===== src/design/bcdc_pkg.sv =====
// Package for the BCD calculator processor step block.
// Holds widths, opcode codes, control types and the arithmetic decode table.
// Used by bcdc_digit_alu and bcd_calculator_processor_step.
package bcdc_pkg;

    localparam int DIGITS      = 14;
    localparam int REG_W       = 4 * DIGITS;
    localparam int TOP_DIGIT   = DIGITS - 1;
    localparam int STORE_WORDS_DEF = 10;
    localparam int NUM_REGS    = 7;
    localparam int NUM_FLAGS   = 12;

    // Working register indexes.
    localparam logic [2:0] REG_A = 3'd0;
    localparam logic [2:0] REG_B = 3'd1;
    localparam logic [2:0] REG_C = 3'd2;
    localparam logic [2:0] REG_D = 3'd3;
    localparam logic [2:0] REG_E = 3'd4;
    localparam logic [2:0] REG_F = 3'd5;
    localparam logic [2:0] REG_M = 3'd6;

    // Word types in the two low bits of an instruction.
    localparam logic [1:0] WT_MISC   = 2'd0;
    localparam logic [1:0] WT_CALL   = 2'd1;
    localparam logic [1:0] WT_ARITH  = 2'd2;
    localparam logic [1:0] WT_BRANCH = 2'd3;

    // Groups of type 0 words in bits 3:2.
    localparam logic [1:0] GRP_MISC    = 2'd0;
    localparam logic [1:0] GRP_FLAGS   = 2'd1;
    localparam logic [1:0] GRP_DATA    = 2'd2;
    localparam logic [1:0] GRP_POINTER = 2'd3;

    // Flag group operations.
    localparam logic [1:0] FOP_SET   = 2'd0;
    localparam logic [1:0] FOP_TEST  = 2'd1;
    localparam logic [1:0] FOP_CLEAR = 2'd2;
    localparam logic [1:0] FOP_CLALL = 2'd3;

    // Pointer group operations.
    localparam logic [1:0] POP_LOAD = 2'd0;
    localparam logic [1:0] POP_DEC  = 2'd1;
    localparam logic [1:0] POP_TEST = 2'd2;
    localparam logic [1:0] POP_INC  = 2'd3;

    // Data group operations.
    localparam logic [1:0] DOP_UNUSED = 2'd0;
    localparam logic [1:0] DOP_CONST  = 2'd1;

    // Data group register moves, selected by the number field.
    localparam logic [3:0] DN_DISP_TOGGLE = 4'd0;
    localparam logic [3:0] DN_SWAP_CM     = 4'd2;
    localparam logic [3:0] DN_PUSH        = 4'd4;
    localparam logic [3:0] DN_POP         = 4'd6;
    localparam logic [3:0] DN_DISP_OFF    = 4'd8;
    localparam logic [3:0] DN_RECALL_M    = 4'd10;
    localparam logic [3:0] DN_LOAD_STORE  = 4'd11;
    localparam logic [3:0] DN_ROTATE      = 4'd12;
    localparam logic [3:0] DN_CLEAR_ALL   = 4'd14;

    // Misc group operations in bits 6:5 when bit 4 is set.
    localparam logic [1:0] MOP_ROM_SEL  = 2'd0;
    localparam logic [1:0] MOP_RETURN   = 2'd1;
    localparam logic [1:0] MOP_KEY_JUMP = 2'd2;
    localparam logic [1:0] MOP_STORE    = 2'd3;
    localparam logic [2:0] MN_STORE_WR  = 3'h5;

    // Word-select codes.
    localparam logic [2:0] WS_POINTER = 3'd0;
    localparam logic [2:0] WS_MANT    = 3'd1;
    localparam logic [2:0] WS_EXP     = 3'd2;
    localparam logic [2:0] WS_WORD    = 3'd3;
    localparam logic [2:0] WS_UPTO_P  = 3'd4;
    localparam logic [2:0] WS_MANT_S  = 3'd5;
    localparam logic [2:0] WS_EXP_S   = 3'd6;
    localparam logic [2:0] WS_SIGN    = 3'd7;

    typedef enum logic [1:0] {
        ST_IDLE,
        ST_EXEC,
        ST_DIGIT,
        ST_DONE
    } state_t;

    typedef enum logic [3:0] {
        K_MOVE,
        K_EXCH,
        K_SHL,
        K_SHR,
        K_ADD,
        K_SUB,
        K_NEG9,
        K_GE,
        K_NZ
    } kind_t;

    typedef enum logic [2:0] {
        SRC_A,
        SRC_B,
        SRC_C,
        SRC_ZERO,
        SRC_ONE
    } src_t;

    typedef struct packed {
        kind_t      kind;
        src_t       x;
        src_t       y;
        logic [2:0] dst;
        logic [2:0] dst2;
    } arith_ctl_t;

    typedef struct packed {
        kind_t      kind;
        logic [3:0] x;
        logic [3:0] y;
        logic       cy;
        logic       aux;
        logic       first;
    } alu_in_t;

    typedef struct packed {
        logic [3:0] res;
        logic       wr;
        logic       carry;
        logic       aux;
    } alu_out_t;

    // Register operation decode, indexed by bits 9:5 of an arithmetic word.
    localparam arith_ctl_t ARITH_TABLE [32] = '{
        '{K_NZ,   SRC_B,    SRC_ZERO, REG_A, REG_A},  // test B nonzero
        '{K_MOVE, SRC_ZERO, SRC_ZERO, REG_B, REG_B},  // B = 0
        '{K_GE,   SRC_A,    SRC_C,    REG_A, REG_A},  // A >= C
        '{K_GE,   SRC_C,    SRC_ONE,  REG_A, REG_A},  // C >= 1
        '{K_MOVE, SRC_ZERO, SRC_B,    REG_C, REG_C},  // C = B
        '{K_SUB,  SRC_ZERO, SRC_C,    REG_C, REG_C},  // C = 0 - C
        '{K_MOVE, SRC_ZERO, SRC_ZERO, REG_C, REG_C},  // C = 0
        '{K_NEG9, SRC_ZERO, SRC_C,    REG_C, REG_C},  // C = 0 - C - 1
        '{K_SHL,  SRC_A,    SRC_ZERO, REG_A, REG_A},  // shift A left
        '{K_MOVE, SRC_ZERO, SRC_A,    REG_B, REG_B},  // B = A
        '{K_SUB,  SRC_A,    SRC_C,    REG_C, REG_C},  // C = A - C
        '{K_SUB,  SRC_C,    SRC_ONE,  REG_C, REG_C},  // C = C - 1
        '{K_MOVE, SRC_ZERO, SRC_C,    REG_A, REG_A},  // A = C
        '{K_NZ,   SRC_C,    SRC_ZERO, REG_A, REG_A},  // test C nonzero
        '{K_ADD,  SRC_A,    SRC_C,    REG_C, REG_C},  // C = A + C
        '{K_ADD,  SRC_C,    SRC_ONE,  REG_C, REG_C},  // C = C + 1
        '{K_GE,   SRC_A,    SRC_B,    REG_A, REG_A},  // A >= B
        '{K_EXCH, SRC_B,    SRC_C,    REG_B, REG_C},  // B <-> C
        '{K_SHR,  SRC_C,    SRC_ZERO, REG_C, REG_C},  // shift C right
        '{K_GE,   SRC_A,    SRC_ONE,  REG_A, REG_A},  // A >= 1
        '{K_SHR,  SRC_B,    SRC_ZERO, REG_B, REG_B},  // shift B right
        '{K_ADD,  SRC_C,    SRC_C,    REG_C, REG_C},  // C = C + C
        '{K_SHR,  SRC_A,    SRC_ZERO, REG_A, REG_A},  // shift A right
        '{K_MOVE, SRC_ZERO, SRC_ZERO, REG_A, REG_A},  // A = 0
        '{K_SUB,  SRC_A,    SRC_B,    REG_A, REG_A},  // A = A - B
        '{K_EXCH, SRC_A,    SRC_B,    REG_A, REG_B},  // A <-> B
        '{K_SUB,  SRC_A,    SRC_C,    REG_A, REG_A},  // A = A - C
        '{K_SUB,  SRC_A,    SRC_ONE,  REG_A, REG_A},  // A = A - 1
        '{K_ADD,  SRC_A,    SRC_B,    REG_A, REG_A},  // A = A + B
        '{K_EXCH, SRC_A,    SRC_C,    REG_A, REG_C},  // A <-> C
        '{K_ADD,  SRC_A,    SRC_C,    REG_A, REG_A},  // A = A + C
        '{K_ADD,  SRC_A,    SRC_ONE,  REG_A, REG_A}   // A = A + 1
    };

    // Read one digit of a register; digits past the top read as zero.
    function automatic logic [3:0] get_dig(logic [REG_W-1:0] r, logic [3:0] i);
        logic [3:0] d;
        d = 4'd0;
        for (int j = 0; j < DIGITS; j++) begin
            if (i == 4'(j)) begin
                d = r[4*j +: 4];
            end
        end
        return d;
    endfunction

    // Replace one digit of a register; digits past the top are dropped.
    function automatic logic [REG_W-1:0] put_dig(logic [REG_W-1:0] r, logic [3:0] i,
                                                 logic [3:0] v);
        logic [REG_W-1:0] q;
        q = r;
        for (int j = 0; j < DIGITS; j++) begin
            if (i == 4'(j)) begin
                q[4*j +: 4] = v;
            end
        end
        return q;
    endfunction

endpackage


===== src/design/bcd_calculator_processor_step.sv =====
// BCD calculator processor step: executes one instruction word per item.
// Flag, pointer, data and jump words pass from accept through the execute and done states;
// register operations also walk the word-select field (1 to 14 digits) digit by digit
// in the digit-serial BCD unit. One item is in work at a time.
// Reset (aresetn low, synchronous) clears all registers, the store and the flags.
// Depends on bcdc_pkg and bcdc_digit_alu.
module bcd_calculator_processor_step
    import bcdc_pkg::*;
#(
    parameter int STORE_WORDS = STORE_WORDS_DEF
) (
    input  logic              aclk,
    input  logic              aresetn,
    input  logic              s_valid,
    output logic              s_ready,
    input  logic [9:0]        s_instruction,
    input  logic              s_key_pressed,
    input  logic [7:0]        s_key_code,
    output logic              m_valid,
    input  logic              m_ready,
    output logic [10:0]       m_fetch_address,
    output logic              m_carry_flag,
    output logic              m_display_enabled,
    output logic [REG_W-1:0]  m_reg_a_digits,
    output logic [REG_W-1:0]  m_reg_b_digits,
    output logic              m_status
);

    localparam int SAW = (STORE_WORDS > 1) ? $clog2(STORE_WORDS) : 1;

    state_t                 state_reg, state_next;
    logic [9:0]             inst_reg, inst_next;
    logic                   key_reg, key_next;
    logic [7:0]             code_reg, code_next;
    logic [REG_W-1:0]       wr_reg [NUM_REGS];
    logic [REG_W-1:0]       wr_next [NUM_REGS];
    logic [REG_W-1:0]       ds_reg [STORE_WORDS];
    logic [REG_W-1:0]       ds_next [STORE_WORDS];
    logic [3:0]             dp_reg, dp_next;
    logic [NUM_FLAGS-1:0]   flags_reg, flags_next;
    logic                   carry_reg, carry_next;
    logic                   chain_reg, chain_next;
    logic [10:0]            pc_reg, pc_next;
    logic [7:0]             ret_reg, ret_next;
    logic [3:0]             sa_reg, sa_next;
    logic                   disp_reg, disp_next;
    logic                   bad_reg, bad_next;
    logic [3:0]             lo_reg, lo_next;
    logic [3:0]             hi_reg, hi_next;
    logic [3:0]             cnt_reg, cnt_next;
    logic                   m_valid_reg, m_valid_next;
    logic [10:0]            o_pc_reg;
    logic                   o_carry_reg;
    logic                   o_disp_reg;
    logic [REG_W-1:0]       o_a_reg;
    logic [REG_W-1:0]       o_b_reg;
    logic                   o_bad_reg;
    logic                   load_out;

    arith_ctl_t             actl;
    alu_in_t                alu_in;
    alu_out_t               alu_out;
    logic [3:0]             dig_idx;
    logic [REG_W-1:0]       x_reg_val;
    logic [REG_W-1:0]       y_reg_val;
    logic [3:0]             dp_clip;
    logic [10:0]            pc_inc;
    logic                   sa_ok;
    logic                   last_dig;

    assign actl     = ARITH_TABLE[inst_reg[9:5]];
    assign dp_clip  = (dp_reg > 4'(TOP_DIGIT)) ? 4'(TOP_DIGIT) : dp_reg;
    assign pc_inc   = {pc_reg[10:8], pc_reg[7:0] + 8'd1};
    assign sa_ok    = ({1'b0, sa_reg} < 5'(STORE_WORDS));
    assign dig_idx  = (actl.kind == K_SHL) ? (hi_reg - cnt_reg) : (lo_reg + cnt_reg);
    assign last_dig = (cnt_reg == (hi_reg - lo_reg));

    // Register sources of the digit unit.
    always_comb begin
        unique case (actl.x)
            SRC_A:   x_reg_val = wr_reg[REG_A];
            SRC_B:   x_reg_val = wr_reg[REG_B];
            SRC_C:   x_reg_val = wr_reg[REG_C];
            default: x_reg_val = '0;
        endcase
        unique case (actl.y)
            SRC_A:   y_reg_val = wr_reg[REG_A];
            SRC_B:   y_reg_val = wr_reg[REG_B];
            SRC_C:   y_reg_val = wr_reg[REG_C];
            default: y_reg_val = '0;
        endcase
    end

    // Operand digits for the current position of the field.
    always_comb begin
        alu_in.kind  = actl.kind;
        alu_in.cy    = carry_reg;
        alu_in.aux   = chain_reg;
        alu_in.first = (dig_idx == lo_reg);
        alu_in.x     = get_dig(x_reg_val, dig_idx);
        unique case (actl.kind)
            K_SHL:   alu_in.y = (dig_idx == lo_reg) ? 4'd0 :
                                get_dig(x_reg_val, dig_idx - 4'd1);
            K_SHR:   alu_in.y = (dig_idx == hi_reg) ? 4'd0 :
                                get_dig(x_reg_val, dig_idx + 4'd1);
            default: begin
                if (actl.y == SRC_ONE) begin
                    alu_in.y = {3'd0, dig_idx == lo_reg};
                end else begin
                    alu_in.y = get_dig(y_reg_val, dig_idx);
                end
            end
        endcase
    end

    bcdc_digit_alu u_alu (
        .alu_in  (alu_in),
        .alu_out (alu_out)
    );

    // Next state and execution of the instruction word.
    always_comb begin
        state_next   = state_reg;
        inst_next    = inst_reg;
        key_next     = key_reg;
        code_next    = code_reg;
        wr_next      = wr_reg;
        ds_next      = ds_reg;
        dp_next      = dp_reg;
        flags_next   = flags_reg;
        carry_next   = carry_reg;
        chain_next   = chain_reg;
        pc_next      = pc_reg;
        ret_next     = ret_reg;
        sa_next      = sa_reg;
        disp_next    = disp_reg;
        bad_next     = bad_reg;
        lo_next      = lo_reg;
        hi_next      = hi_reg;
        cnt_next     = cnt_reg;
        load_out     = 1'b0;
        m_valid_next = m_valid_reg && !m_ready;

        unique case (state_reg)
            ST_IDLE: begin
                if (s_valid) begin
                    inst_next  = s_instruction;
                    key_next   = s_key_pressed;
                    code_next  = s_key_code;
                    state_next = ST_EXEC;
                end
            end
            ST_EXEC: begin
                // Common prologue: address advance within the page, key flag, carry clear.
                pc_next       = pc_inc;
                flags_next    = {flags_reg[NUM_FLAGS-1:1], key_reg};
                carry_next    = 1'b0;
                bad_next      = 1'b0;
                state_next    = ST_DONE;
                unique case (inst_reg[1:0])
                    WT_MISC: begin
                        unique case (inst_reg[3:2])
                            GRP_MISC: begin
                                if (inst_reg[4]) begin
                                    unique case (inst_reg[6:5])
                                        MOP_ROM_SEL: pc_next = {inst_reg[9:7], pc_inc[7:0]};
                                        MOP_RETURN:  pc_next = {pc_inc[10:8], ret_reg};
                                        MOP_KEY_JUMP: begin
                                            if (!inst_reg[7]) begin
                                                bad_next = 1'b1;
                                            end else begin
                                                pc_next = {pc_inc[10:8], code_reg};
                                            end
                                        end
                                        default: begin
                                            if (inst_reg[9] && !inst_reg[7]) begin
                                                sa_next = get_dig(wr_reg[REG_C], 4'd12);
                                            end else if (inst_reg[9:7] == MN_STORE_WR) begin
                                                for (int w = 0; w < STORE_WORDS; w++) begin
                                                    if (sa_ok && sa_reg[SAW-1:0] == SAW'(w)) begin
                                                        ds_next[w] = wr_reg[REG_C];
                                                    end
                                                end
                                            end else begin
                                                bad_next = 1'b1;
                                            end
                                        end
                                    endcase
                                end else begin
                                    bad_next = (inst_reg[9:2] != 8'd0);
                                end
                            end
                            GRP_FLAGS: begin
                                unique case (inst_reg[5:4])
                                    FOP_SET: begin
                                        if (inst_reg[9:6] >= 4'(NUM_FLAGS)) begin
                                            bad_next = 1'b1;
                                        end else begin
                                            flags_next[inst_reg[9:6]] = 1'b1;
                                        end
                                    end
                                    FOP_TEST: begin
                                        if (inst_reg[9:6] >= 4'(NUM_FLAGS)) begin
                                            bad_next = 1'b1;
                                        end else begin
                                            carry_next = flags_next[inst_reg[9:6]];
                                        end
                                    end
                                    FOP_CLEAR: begin
                                        if (inst_reg[9:6] >= 4'(NUM_FLAGS)) begin
                                            bad_next = 1'b1;
                                        end else begin
                                            flags_next[inst_reg[9:6]] = 1'b0;
                                        end
                                    end
                                    default: begin
                                        if (inst_reg[9:6] != 4'd0) begin
                                            bad_next = 1'b1;
                                        end else begin
                                            flags_next = '0;
                                        end
                                    end
                                endcase
                            end
                            GRP_DATA: begin
                                if (inst_reg[5:4] == DOP_UNUSED) begin
                                    bad_next = 1'b1;
                                end else if (inst_reg[5:4] == DOP_CONST) begin
                                    if (inst_reg[9:6] >= 4'd10) begin
                                        bad_next = 1'b1;
                                    end else begin
                                        wr_next[REG_C] = put_dig(wr_reg[REG_C], dp_reg,
                                                                 inst_reg[9:6]);
                                        dp_next = dp_reg - 4'd1;
                                    end
                                end else begin
                                    unique case (inst_reg[9:6])
                                        DN_DISP_TOGGLE: disp_next = !disp_reg;
                                        DN_SWAP_CM: begin
                                            wr_next[REG_C] = wr_reg[REG_M];
                                            wr_next[REG_M] = wr_reg[REG_C];
                                        end
                                        DN_PUSH: begin
                                            wr_next[REG_F] = wr_reg[REG_E];
                                            wr_next[REG_E] = wr_reg[REG_D];
                                            wr_next[REG_D] = wr_reg[REG_C];
                                        end
                                        DN_POP: begin
                                            wr_next[REG_A] = wr_reg[REG_D];
                                            wr_next[REG_D] = wr_reg[REG_E];
                                            wr_next[REG_E] = wr_reg[REG_F];
                                        end
                                        DN_DISP_OFF: disp_next = 1'b0;
                                        DN_RECALL_M: wr_next[REG_C] = wr_reg[REG_M];
                                        DN_LOAD_STORE: begin
                                            if (sa_ok) begin
                                                wr_next[REG_C] = ds_reg[sa_reg[SAW-1:0]];
                                            end
                                        end
                                        DN_ROTATE: begin
                                            wr_next[REG_C] = wr_reg[REG_D];
                                            wr_next[REG_D] = wr_reg[REG_E];
                                            wr_next[REG_E] = wr_reg[REG_F];
                                            wr_next[REG_F] = wr_reg[REG_C];
                                        end
                                        DN_CLEAR_ALL: begin
                                            for (int r = 0; r < NUM_REGS; r++) begin
                                                wr_next[r] = '0;
                                            end
                                        end
                                        default: bad_next = 1'b1;
                                    endcase
                                end
                            end
                            default: begin
                                unique case (inst_reg[5:4])
                                    POP_LOAD: dp_next    = inst_reg[9:6];
                                    POP_TEST: carry_next = (dp_reg == inst_reg[9:6]);
                                    POP_DEC:  dp_next    = dp_reg - 4'd1;
                                    default:  dp_next    = dp_reg + 4'd1;
                                endcase
                            end
                        endcase
                    end
                    WT_CALL: begin
                        ret_next = pc_inc[7:0];
                        pc_next  = {pc_inc[10:8], inst_reg[9:2]};
                    end
                    WT_ARITH: begin
                        // Set up the digit field and walk it in the digit state.
                        cnt_next   = 4'd0;
                        chain_next = 1'b0;
                        state_next = ST_DIGIT;
                        unique case (inst_reg[4:2])
                            WS_POINTER: begin lo_next = dp_clip; hi_next = dp_clip; end
                            WS_MANT:    begin lo_next = 4'd3; hi_next = 4'd12; end
                            WS_EXP:     begin lo_next = 4'd0; hi_next = 4'd2; end
                            WS_WORD:    begin lo_next = 4'd0; hi_next = 4'(TOP_DIGIT); end
                            WS_UPTO_P:  begin lo_next = 4'd0; hi_next = dp_clip; end
                            WS_MANT_S:  begin lo_next = 4'd3; hi_next = 4'(TOP_DIGIT); end
                            WS_EXP_S:   begin lo_next = 4'd2; hi_next = 4'd2; end
                            default: begin
                                lo_next = 4'(TOP_DIGIT);
                                hi_next = 4'(TOP_DIGIT);
                            end
                        endcase
                    end
                    default: begin
                        if (!carry_reg) begin
                            pc_next = {pc_inc[10:8], inst_reg[9:2]};
                        end
                    end
                endcase
            end
            ST_DIGIT: begin
                // One digit of the field per cycle.
                if (alu_out.wr) begin
                    wr_next[actl.dst] = put_dig(wr_reg[actl.dst], dig_idx, alu_out.res);
                end
                if (actl.kind == K_EXCH) begin
                    wr_next[actl.dst2] = put_dig(wr_reg[actl.dst2], dig_idx, alu_in.x);
                end
                carry_next = alu_out.carry;
                chain_next = alu_out.aux;
                cnt_next   = cnt_reg + 4'd1;
                if (last_dig) begin
                    state_next = ST_DONE;
                end
            end
            default: begin
                if (!m_valid_reg || m_ready) begin
                    load_out     = 1'b1;
                    m_valid_next = 1'b1;
                    state_next   = ST_IDLE;
                end
            end
        endcase
    end

    // Control and architectural state.
    always_ff @(posedge aclk) begin
        if (!aresetn) begin
            state_reg   <= ST_IDLE;
            dp_reg      <= '0;
            flags_reg   <= '0;
            carry_reg   <= 1'b0;
            chain_reg   <= 1'b0;
            pc_reg      <= '0;
            ret_reg     <= '0;
            sa_reg      <= '0;
            disp_reg    <= 1'b0;
            bad_reg     <= 1'b0;
            lo_reg      <= '0;
            hi_reg      <= '0;
            cnt_reg     <= '0;
            m_valid_reg <= 1'b0;
            for (int r = 0; r < NUM_REGS; r++) begin
                wr_reg[r] <= '0;
            end
            for (int w = 0; w < STORE_WORDS; w++) begin
                ds_reg[w] <= '0;
            end
        end else begin
            state_reg   <= state_next;
            dp_reg      <= dp_next;
            flags_reg   <= flags_next;
            carry_reg   <= carry_next;
            chain_reg   <= chain_next;
            pc_reg      <= pc_next;
            ret_reg     <= ret_next;
            sa_reg      <= sa_next;
            disp_reg    <= disp_next;
            bad_reg     <= bad_next;
            lo_reg      <= lo_next;
            hi_reg      <= hi_next;
            cnt_reg     <= cnt_next;
            m_valid_reg <= m_valid_next;
            wr_reg      <= wr_next;
            ds_reg      <= ds_next;
        end
    end

    // Captured input item and result item payload.
    always_ff @(posedge aclk) begin
        inst_reg <= inst_next;
        key_reg  <= key_next;
        code_reg <= code_next;
        if (load_out) begin
            o_pc_reg    <= pc_reg;
            o_carry_reg <= carry_reg;
            o_disp_reg  <= disp_reg;
            o_a_reg     <= wr_reg[REG_A];
            o_b_reg     <= wr_reg[REG_B];
            o_bad_reg   <= bad_reg;
        end
    end

    assign s_ready           = (state_reg == ST_IDLE);
    assign m_valid           = m_valid_reg;
    assign m_fetch_address   = o_pc_reg;
    assign m_carry_flag      = o_carry_reg;
    assign m_display_enabled = o_disp_reg;
    assign m_reg_a_digits    = o_a_reg;
    assign m_reg_b_digits    = o_b_reg;
    assign m_status          = o_bad_reg;

    // The digit walk never runs past the end of its field.
    a_field_bound: assert property (@(posedge aclk) disable iff (!aresetn)
        (state_reg == ST_DIGIT) |-> (lo_reg <= hi_reg) && (hi_reg <= 4'(TOP_DIGIT))
                                    && (cnt_reg <= (hi_reg - lo_reg)))
        else $error("digit walk outside its field");

    // A new result item appears only from the completion state.
    a_result_src: assert property (@(posedge aclk) disable iff (!aresetn)
        $rose(m_valid_reg) |-> $past(state_reg == ST_DONE))
        else $error("result item raised outside completion");

    // An item is taken only while no instruction is in work, and moves the block into the execute state.
    a_one_item: assert property (@(posedge aclk) disable iff (!aresetn)
        (s_valid && s_ready) |=> (state_reg == ST_EXEC))
        else $error("accepted item did not start execution");

endmodule


===== src/design/bcdc_digit_alu.sv =====
// One-digit BCD unit for the calculator processor step block.
// Adds, subtracts, compares and tests one digit per cycle; depends on bcdc_pkg.
module bcdc_digit_alu
    import bcdc_pkg::*;
(
    input  alu_in_t  alu_in,
    output alu_out_t alu_out
);

    logic [4:0] sum;
    logic [5:0] diff;
    logic [5:0] diff1;
    logic [3:0] d1;
    logic [5:0] diff2;

    // Digit sums and differences with decimal correction.
    always_comb begin
        sum   = 5'(alu_in.x) + 5'(alu_in.y) + 5'(alu_in.cy);
        diff  = 6'(alu_in.x) - 6'(alu_in.y) - 6'(alu_in.cy);
        diff1 = 6'(alu_in.x) - 6'(alu_in.y) - 6'(alu_in.aux);
        d1    = diff1[5] ? 4'(diff1 + 6'd10) : diff1[3:0];
        diff2 = 6'(d1) - 6'(alu_in.first) - 6'(alu_in.cy);
    end

    // Result digit and carries by operation kind.
    always_comb begin
        alu_out.res   = alu_in.y;
        alu_out.wr    = 1'b0;
        alu_out.carry = alu_in.cy;
        alu_out.aux   = alu_in.aux;
        unique case (alu_in.kind)
            K_MOVE, K_EXCH, K_SHL, K_SHR: begin
                alu_out.wr = 1'b1;
            end
            K_ADD: begin
                alu_out.wr    = 1'b1;
                alu_out.carry = (sum >= 5'd10);
                alu_out.res   = (sum >= 5'd10) ? 4'(sum - 5'd10) : sum[3:0];
            end
            K_SUB: begin
                alu_out.wr    = 1'b1;
                alu_out.carry = diff[5];
                alu_out.res   = diff[5] ? 4'(diff + 6'd10) : diff[3:0];
            end
            K_NEG9: begin
                // Negate with the auxiliary borrow, then take one off the low digit.
                alu_out.wr    = 1'b1;
                alu_out.aux   = diff1[5];
                alu_out.carry = diff2[5];
                alu_out.res   = diff2[5] ? 4'(diff2 + 6'd10) : diff2[3:0];
            end
            K_GE: begin
                if (alu_in.x > alu_in.y) begin
                    alu_out.carry = 1'b0;
                end else if (alu_in.x < alu_in.y) begin
                    alu_out.carry = 1'b1;
                end
            end
            K_NZ: begin
                alu_out.carry = alu_in.cy | (alu_in.x != 4'd0);
            end
            default: begin
                alu_out.wr = 1'b0;
            end
        endcase
    end

endmodule


===== config.mk =====
export PLATFORM = sky130hd
export DESIGN_NAME = bcd_calculator_processor_step
export DESIGN_NICKNAME = d
export VERILOG_FILES = /design/src/design/bcdc_pkg.sv /design/src/design/bcd_calculator_processor_step.sv /design/src/design/bcdc_digit_alu.sv
export SDC_FILE = /design/constraint.sdc
export NUM_CORES = 2
export LEC_CHECK = 0
export BUFFER_PORTS_ARGS = -buffer_cell sky130_fd_sc_hd__buf_2
export CAP_MARGIN = 40
export CORE_UTILIZATION = 50
export CTS_CLUSTER_SIZE = 30
export DETAILED_ROUTE_END_ITERATION = 10
export PLACE_DENSITY = 0.66
export SLEW_MARGIN = 20
export SYNTH_ARGS = -nofsm -noshare
export SYNTH_HDL_FRONTEND = slang
export SYNTH_HIERARCHICAL = 1
export SYNTH_SLANG_ARGS = --single-unit

===== constraint.sdc =====
create_clock -name aclk -period 19.8 [get_ports aclk]
set_clock_uncertainty 0.2 [all_clocks]
set_input_delay 2.97 -clock aclk [delete_from_list [all_inputs] [get_ports aclk]]
set_output_delay 2.97 -clock aclk [all_outputs]
set_load 0.1 [all_outputs]

==> flow_summary.yaml <==
yosys:
  netlist_area_mm2: 0.0642
  synthTopCellsByCount: "1889 x nand2_1, 1009 x dfxtp_1, 800 x a21oi_1, 645 x clkbuf_1, 528 x o21ai_0"
  synth_most_common_cell: "nand2_1"
  syn_inst: 7969
  synth_nets: 8045
  synth_cell_type_count: 107
  synth_warnings: 6
  async_reset_ff_frac: 0
  yosysTopAreaCell: "dfxtp_1"
  ys.flop_type: "dfxtp_1"
  synth_seq_cells: 1154
  synth_seq_area_share: 0.383
  synth_edf_count: 145
  synthTopCellsByArea: "dfxtp_1 31%, nand2_1 11%, edfxtp_1 6.8%, a21oi_1 6.2%, mux2i_1 4.9%"
  avgSynthCellArea_um2: 8.05
  synth.top_cell.area_share: 0.315
global_route:
  use_met3: 0.110
  grt_pass1_vias: 57800
  grt_overflow: 0
  grt_pass1_wl_mm: 379
  antenna_found_initial: 14
  met1_usage: 0.520
  track_usage: 0.380
  grt_max_degree: 212
  grt_busiest_layer: "met2"
  grt_use_met2: 0.549
power:
  peakVddDrop_mv: 0.190
  total_power_mw: 11.8
  power.density_mw_per_mm2: 166
  leakagePower_nw: 24.9
critical_path:
  worstSetupPathType: "flop to flop"
  end_kind: "flop"
  worstSetupStartpointType: "flop"
  critical-path-max-stage-delay_ns: 0.70
  critPathMaxFanout: 30
  cp.arrival_ns: 11.45
  required_ns: 20.29
  slowest_stage: "nor2_2"
die:
  fp.dieH_um: 360
  io_pins: 151
  initial_core_util: 0.504
  core_area_mm2: 0.127
  die_width_um: 360
  die_area_mm2: 0.130
  rows: 131
timing:
  whs_ns: 0.230
  fin_setup_tns_ns: 0
  timing.final.crit_period_ns: 10.96
  worst-slew-pin-transition_ns: 1.15
  finalHoldViolCount: 0
  slew_viol_final: 0
  rsz0062_at_grt: "false"
  max_freq_mhz: 91.3
  slew_headroom: 0.234
  setup_violations: 0
  fin_crit_sh: 0.553
job:
  drv_cap: 0
routing:
  drc: 0
  vias: 63000
  wl_per_cell_um: 27.3
  ant_nets: 0
  routed_wl_mm: 257
  first_iter_violations: 9173
  dr.pass1.iters: 8
  viasPerCell: 6.68
clock_tree:
  cts_made_buffers: 120
  cts_hold_buf: 0
  cts_resized: 0
  post_cts_buffers: 0
  clkSlewWorstSetupHoldPaths_ns: 0.06
  clkLatencyLatePin_ns: 0.81
  cts_tree: "done"
  cts_sinks: 1154
  cts_max_level: 3
  cts_max_path_buffers: 3
  cts_root_buf: "clkbuf_16"
finish:
  final_util: 0.557
  fin_nets: 7725
  largest_register_ffs: 560
  finalNonFillerCells: 9420
  final_layout_size_suffix_gt1_frac: 0.117
  area_delta_synth_final_pct: 10.5
place:
  gp_congestion: 1.06
  io_buffers: 150
  place_inst: 9153
  dp_hpwl_mm: 165
status:
  outcome: "finished clean"
worst_hold_path:
  hold_class: "flop to flop"
[cell usage in the layout, fill, tap and decap left out, types with 127 or more instances in the layout]
cell      Yosys  layout
a21boi_0    272     272
a21oi_1     800     794
and2_1      131     127
buf_2        55     153
buf_4        11     151
dfxtp_1    1009    1005
edfxtp_1    145     145
mux2i_1     316     316
nand2_1    1889    1882
nand3_1     157     152
nor2_1      268     259
o21ai_0     528     526
o22ai_1     273     273
[final cells by class]
cell class              instances  area, um^2
multi-input cells            5939       36500
clock buffers                 159        3280
repair buffers                378        3330
flip-flops and latches       1154       24600
diodes                          6        15.0
clock inverters                66         893
fillers                     11600       56400
inverters                      56         218
well taps                    1662        2080
[cell families (layout without fill, tap and decap cells)]
family | Yosys count | count (layout) | synth area share
XOR/XNOR | 46 | 46 | 0.00694
buffers and inverters | 876 | 659 | 0.0539
flip-flops | 1154 | 1154 | 0.383
AO/OA/AOI/OAI | 2593 | 2593 | 0.260
adder cells (fa/ha/maj) | 53 | 53 | 0.0110
AND/OR/NAND/NOR | 2732 | 2732 | 0.181
other | 0 | 6 | 0
multiplexers | 515 | 515 | 0.104
[stage by stage]
step | instance area (um^2) | setup slack (ns)
after global routing | 70900 | 8.32
after global placement | 65300 | 9.22
after CTS | 70300 | 9.01
after detailed placement | 66200 | 9.03
final | 70900 | 8.84
after floorplan | 64200 | 11.33
[worst paths after layout]
path                 end  cells past startpoint  slack, ns         from
max          wr_reg[253]                     38       8.84  inst_reg[6]
min             m_status                      0       0.23      bad_reg
max reg2reg  wr_reg[253]                     38       8.84  inst_reg[6]
min reg2reg     m_status                      0       0.23      bad_reg
[report_power, final]
group          total, mW  switching (mW)  internal, mW
sequential          3.39           0.634          2.75
clock               2.42            1.03          1.39
combinational       5.95            4.01          1.94
total               11.8            5.67          6.08
[metal layers]
metal	vias up	routed length, um	part of all wire
met5	-	45	0.00018
met4	8	12700	0.049
met3	771	34900	0.14
met2	4197	106000	0.41
met1	30200	103000	0.40
li1	27800	-	-
[critical path: cells and delay by family, from the launching register on]
| family | cells | cell delay [ns] |
|---|---|---|
| mux | 3 | 0.63 |
| fa+ha+maj | 5 | 1.68 |
| compound gates | 14 | 3.34 |
| flops | 1 | 0.33 |
| xor+xnor | 1 | 0.13 |
| simple gates | 5 | 1.99 |
| buf+inv | 10 | 2.47 |
(Power assumes the default switching activity.)
